--- config.mk ---
export PLATFORM = sky130hd
export DESIGN_NAME = seirs_ctrl
export DESIGN_NICKNAME = d
export VERILOG_FILES = /design/src/design/seirs_pkg.sv /design/src/design/seirs_ctrl.sv
export SDC_FILE = /design/constraint.sdc
export NUM_CORES = 1
export LEC_CHECK = 0
export ABC_AREA = 1
export BUFFER_PORTS_ARGS = -buffer_cell sky130_fd_sc_hd__buf_2
export CORE_AREA = 3 3 40 42
export DETAILED_ROUTE_END_ITERATION = 16
export DIE_AREA = 0 0 43 45
export GPL_ROUTABILITY_DRIVEN = 0
export GPL_TIMING_DRIVEN = 0
export PLACE_DENSITY = 0.74
export SYNTH_ARGS = -nofsm -noshare
export SYNTH_HDL_FRONTEND = slang
export SYNTH_SLANG_ARGS = --single-unit
--- constraint.sdc ---
create_clock -name clock -period 1.4 [get_ports clock]
set_input_delay 0.28 -clock clock [delete_from_list [all_inputs] [get_ports clock]]
set_output_delay 0.28 -clock clock [all_outputs]
set_load 0.02 [all_outputs]
--- src/design/seirs_pkg.sv ---
// shared types, constants and threshold table for the seirs agent grid update
`default_nettype none
package seirs_pkg;

   localparam int GRID_SIDE_DEF    = 256;
   localparam int COUNT_BITS_DEF   = 16;
   localparam int NEIGHBOR_CAP_DEF = 63;

   localparam int            SIDE_REG_W = 9;
   localparam logic [8:0]    SIDE_RESET = 9'd256;
   localparam logic [31:0]   EXP_HALF_Q32 = 32'd2605029347;

   localparam logic       CMD_PLACE = 1'b0;
   localparam logic       CMD_STEP  = 1'b1;
   localparam logic [1:0] ST_S = 2'd0;
   localparam logic [1:0] ST_E = 2'd1;
   localparam logic [1:0] ST_I = 2'd2;
   localparam logic [1:0] ST_R = 2'd3;

   localparam logic [2:0] REG_GRID_SIDE = 3'd0;

   typedef struct packed {
      logic        cmd;
      logic [1:0]  status;
      logic [15:0] days_in_status;
      logic [15:0] dur_exposed;
      logic [15:0] dur_infected;
      logic [15:0] dur_recovered;
      logic [7:0]  old_x;
      logic [7:0]  old_y;
      logic [7:0]  new_x;
      logic [7:0]  new_y;
      logic [31:0] draw_u;
   } req_word_type;

   typedef struct packed {
      logic [1:0]  next_status;
      logic [15:0] next_time;
      logic [5:0]  infected_nearby;
      logic        got_exposed;
   } rsp_word_type;

   typedef enum logic [1:0] {
      ADDR_CLEAR,
      ADDR_OLD,
      ADDR_NEW,
      ADDR_NB
   } addr_sel_type;

   typedef enum logic [1:0] {
      WR_ZERO,
      WR_DEC,
      WR_INC
   } wr_sel_type;

   typedef enum logic [3:0] {
      S_CLEAR,
      S_IDLE,
      S_MOD,
      S_ROUTE,
      S_DEC_RD,
      S_DEC_WR,
      S_NB_RD,
      S_NB_ACC,
      S_DECIDE,
      S_INC_RD,
      S_INC_WR,
      S_DONE
   } state_type;

   typedef struct packed {
      logic         load;
      logic         mod_step;
      addr_sel_type addr_sel;
      logic         mem_we;
      wr_sel_type   wr_sel;
      logic         nb_rd;
      logic         clr_step;
      logic         decide;
      logic         out_load;
   } dp_cmd_type;

   typedef struct packed {
      logic       clr_last;
      logic       mod_last;
      logic       nb_last;
      logic       is_place;
      logic [1:0] status_in;
      logic       next_inf;
      logic       out_free;
   } dp_status_type;

   typedef logic [31:0] thresh_tab_type [256];

   // exposure threshold 1 - exp(-0.5 n) in q0.32, built at elaboration
   function automatic thresh_tab_type build_thresh();
      thresh_tab_type tab;
      logic [64:0]    e;
      e = 65'd1 << 32;
      for (int n = 0; n < 256; n++) begin
         tab[n] = 32'((65'd1 << 32) - e);
         e = ((e * 65'(EXP_HALF_Q32)) + (65'd1 << 31)) >> 32;
      end
      return tab;
   endfunction

   localparam thresh_tab_type THRESH_TAB = build_thresh();

endpackage
`default_nettype wire

--- src/design/seirs_ctrl.sv ---
// sequencing state machine for the seirs agent grid update
`default_nettype none
module seirs_ctrl
   import seirs_pkg::*;
(
   input  wire logic          clock,
   input  wire logic          reset,
   input  wire logic          req_valid,
   output logic               req_stall,
   input  wire dp_status_type stat,
   output dp_cmd_type         cmd
);

   state_type state_ff, state_in;

   always_ff @(posedge clock) begin
      if (reset) begin
         state_ff <= S_CLEAR;
      end else begin
         state_ff <= state_in;
      end
   end

   always_comb begin
      state_in = state_ff;
      cmd      = '0;
      cmd.addr_sel = ADDR_CLEAR;
      cmd.wr_sel   = WR_ZERO;
      req_stall    = 1'b1;
      unique case (state_ff)
         S_CLEAR: begin
            cmd.mem_we   = 1'b1;
            cmd.clr_step = 1'b1;
            if (stat.clr_last) state_in = S_IDLE;
         end
         S_IDLE: begin
            req_stall = 1'b0;
            if (req_valid) begin
               cmd.load = 1'b1;
               state_in = S_MOD;
            end
         end
         S_MOD: begin
            cmd.mod_step = 1'b1;
            if (stat.mod_last) state_in = S_ROUTE;
         end
         S_ROUTE: begin
            priority if (stat.is_place) state_in = S_DECIDE;
            else if (stat.status_in == ST_I) state_in = S_DEC_RD;
            else if (stat.status_in == ST_S) state_in = S_NB_RD;
            else state_in = S_DECIDE;
         end
         S_DEC_RD: begin
            cmd.addr_sel = ADDR_OLD;
            state_in     = S_DEC_WR;
         end
         S_DEC_WR: begin
            cmd.addr_sel = ADDR_OLD;
            cmd.mem_we   = 1'b1;
            cmd.wr_sel   = WR_DEC;
            state_in     = S_DECIDE;
         end
         S_NB_RD: begin
            cmd.addr_sel = ADDR_NB;
            cmd.nb_rd    = 1'b1;
            if (stat.nb_last) state_in = S_NB_ACC;
         end
         S_NB_ACC: begin
            state_in = S_DECIDE;
         end
         S_DECIDE: begin
            cmd.decide = 1'b1;
            state_in   = S_DONE;
            if (stat.next_inf) state_in = S_INC_RD;
         end
         S_INC_RD: begin
            cmd.addr_sel = ADDR_NEW;
            state_in     = S_INC_WR;
         end
         S_INC_WR: begin
            cmd.addr_sel = ADDR_NEW;
            cmd.mem_we   = 1'b1;
            cmd.wr_sel   = WR_INC;
            state_in     = S_DONE;
         end
         S_DONE: begin
            if (stat.out_free) begin
               cmd.out_load = 1'b1;
               state_in     = S_IDLE;
            end
         end
         default: state_in = S_IDLE;
      endcase
   end

endmodule
`default_nettype wire

==> Word-level counts from Yosys, hierarchy flattened <==
Index checks and enable logic that the tools add are counted.
{ "totals": {"register_bits": 4, "inputBits": 11, "output_inout_bits": 12, "wordCells": 47} }
{ "op_classes": {"n_eq_ne": 17, "reduce_logical": 7, "n_mux": 22} }
{ "op_table": {"columns": ["op", "n"], "rows": [
  ["case mux 4 bit (11 select lines)", 1],
  ["two-way mux 4 bit", 8],
  ["equality test 4 x 3 -> 1 bit (second input constant)", 4],
  ["equality test 4 bit (second input constant)", 4],
  ["two-way mux 1 bit", 10],
  ["inequality test 2 bit (second input constant)", 5],
  ["equality test 4 x 2 -> 1 bit (second input constant)", 2],
  ["case mux 2 bit (3 select lines)", 1],
  ["OR reduction 2 bit", 3],
  ["AND reduction 5 bit", 1],
  ["equality test 4 x 1 -> 1 bit (second input constant)", 1],
  ["logical NOT 4 bit", 1],
  ["case mux 2 bit (2 select lines)", 1],
  ["OR reduction 3 bit", 1],
  ["equality test 2 bit (second input constant)", 1],
  ["logical NOT 2 bit", 1],
  ["two-way mux 2 bit", 1]
]} }

==> Depth between registers and ports, before layout <==
{ "depth": {"ltp_word": 5, "depth_mapped": 9, "depth_no_buf": 9} }

==> Least setup slack after synthesis <==
Ideal clock, no wire load.
{ "synth_path": {"path_type": "flip-flop to output port", "startpoint": "register state_ff[2]", "endpoint": "output cmd[6] (netlist name)", "n_path_buf": 0, "t_arrival_ns": 1.180, "slack_ns": -0.060, "path_stages_with_launch": 7, "required_ns": 1.120, "cell_sequence": "dfxtp_1 -> inv_2 -> nor2_4 -> inv_1 -> nor2_1 -> nor2_1 -> nand2_1"} }
{ "synth_lines": {"columns": ["item", "line", "text"], "rows": [
  ["start, declared", "seirs_ctrl.sv:14", "state_type state_ff, state_in;"],
  ["start signal, assigned", "seirs_ctrl.sv:20", "state_ff <= state_in;"],
  ["end, declared", "seirs_ctrl.sv:11", "output dp_cmd_type cmd"]
]} }

==> impl_metrics.toml <==
[power_and_ir_drop]
power.leakage_uw = 0.000472
peakVddDrop_uv = 805
powerDensity_mw_per_mm2 = 1620

[floorplanning]
initial_core_util_pct = 35.4
die_area_mm2 = 0.00194
die_h_um = 45
core-area_mm2 = 0.00128
fp.dieW_um = 43
io_pins = 23
row_count = 13

[critical_path]
crit_chain = "inv_4, nor2_4, inv_2, nor2_2, nor2_1, nand2_1, buf_6"
cp-start-kind = "flop"
crit_path_max_incr_delay_ns = 0.37
worstPathArrival_ns = 1.20
crit_path_max_fanout = 4
cp_slowest_cell = "dfxtp_4"
end_kind = "output pin"
critPathKind = "reg -> out"
cp.required_ns = 1.12

[timing]
setup_slack_ns = -0.0768
slew_headroom_pct = 86.5
min_period_over_period_pct = 105
finalSetupTns_ns = -0.0983
hold_violations = 0
grt_setup_unrepaired = "yes"
worst_clock_skew_ns = 0.00109
max_freq_mhz = 677
tightest_slew_ns = 0.201
setup_viol = 3
maxSlewViolCount = 0
min_period_ns = 1.48
hold_slack_ns = 0.229

[cts]
hold_buffers = 0
cts_tree = "built"
cts_sinks = 4
cts-htree-levels = 1
cts_made_buffers = 3
ctsLongestPathBuffers = 2
clkTransAtPathRegs_ns = 0.04
clockRootBuffer = "clkbuf_4"
insertion_delay_ns = 0.23

[route]
viasPerCell = 4.49
drc = 0
drt_pre_antenna_iters = 4
drt_iter0_drc = 7
wl_per_cell_um = 10.4
drtAntennaViolNets = 0
drt-total-wl_um = 1410
num_vias = 611

[yosys]
synth_compound_area_share_pct = 10.2
synth.mux.area_fraction_pct = 0
syn_nets = 95
synth_top_cell_area_share_pct = 17.6
synth_xor_area_share_pct = 0
synth.avg_cell_area_um2 = 5.42
synthSimpleGateAreaFrac_pct = 53.0
synth_fa_ha_area_share_pct = 0
seq_area_frac_synth_pct = 17.6
synthDistinctLibCells = 19
synth_top_family_by_area = "simple AND/OR/NAND/NOR gates"
syn_area_um2 = 455
synth_top_area_cell = "dfxtp_1"
synthCells = 84
ys_top_cells_by_area = "dfxtp_1 18%, nand2_1 16%, inv_1 15%"
synth-warning-count = 0
synth-seq-cells = 4

[final_layout]
layout-drive-gt1-share_pct = 58.7
diodes = 0
synthToLayoutAreaGrowth_pct = 73.4
regMostFlops = "state_ff"
most-common-layout-cells = "15 x buf_2, 15 x buf_4, 14 x nand2_1, 14 x inv_1"
final_nets = 134
reg.largest.list = "state_ff (4)"
largest_reg_flops = 4

[global_routing]
antenna_found_initial = 0
grt_max_degree = 7
grt_pass1_wl_um = 2080
grt_usage_pct = 13.7
grt_overflow = 0
first_global_vias = 535

[placed_design]
portBuffers = 22
place_hpwl_um = 937

[hold_path]
hold_path.class = "in -> reg"

[flow_run]
max_cap_violations = 0

[run_status]
outcome = "finished with violations"
violations = "setup timing"
==> logic make-up after synthesis <==
kind of cell,count (synthesis)
buffers and inverters,23
flip-flops,4
AO/OA/AOI/OAI,7
AND/OR/NAND/NOR,50
==> final cells by class <==
type                            instances  area (µm²)
Tap cell                               15        18.8
Multi-Input combinational cell         57         328
Inverter                               23        92.6
Fill cell                             118         495
Clock buffer                            3        22.5
Timing Repair Buffer                   34         233
Sequential cell                         4        95.1
==> metrics by stage <==
step	power, µW	setup WS, ns	cells	cell area [µm²]	util (%)
after floorplan	694	0.0302	84	460	-
after global placement	858	0.101	121	589	45.9
after detailed placement	867	0.0684	121	589	45.9
after CTS	1090	-0.0597	131	688	53.6
after global routing	1380	-0.136	136	790	61.4
final	1280	-0.0768	136	790	61.4
==> Yosys cell counts <==
master     n
inv_2      4
nand3b_1   1
nand2_2    5
nor3_1     1
a21oi_2    1
nand3_1    3
a21oi_1    3
clkinv_2   1
inv_1     18
nand4_1    1
dfxtp_1    4
o211ai_1   1
nor2_4     2
nand3_2    2
o31ai_1    1
o21a_1     1
nor2_1    14
nor2_2     1
nand2_1   20
==> path summary, 6_finish.rpt <==
path	start	slack (ns)	cells after the start	endpoint
min reg2reg	state_ff[1]	0.53	2	state_ff[1]
min	reset	0.23	2	state_ff[1]
max	state_ff[2]	-0.08	7	cmd[6]
max reg2reg	state_ff[2]	-0.02	11	state_ff[1]
==> report_power, final <==
group | leakage (µW) | total, µW | internal (µW) | switching, µW
Sequential | 0.0000356 | 254 | 163 | 91.0
Combinational | 0.000423 | 886 | 374 | 512
Clock | 0.0000138 | 138 | 95.6 | 42.8
Total | 0.000472 | 1280 | 633 | 645
==> layer usage <==
metal	vias to the layer above	GRT usage (%)	wire (µm)
met3	0	2.39	70
met2	21	31.1	819
met1	264	12.5	520
met5	-	0	0
met4	0	1.81	0
li1	326	-	-
==> critical path: cells and delay by family, from the launching register on <==
family	cells	cell delay [ns]
buf+inv	3	0.24
flops	1	0.37
simple gates	4	0.37
==> what timing repair did <==
item                                    in CTS  in global routing
resized for setup                           12                 24
endpoints found under the setup margin      12                 10
cloned                                       0                  0
pin swaps                                    2                  5
setup buffers                                7                  5
Power figures use the tool's default switching activity.
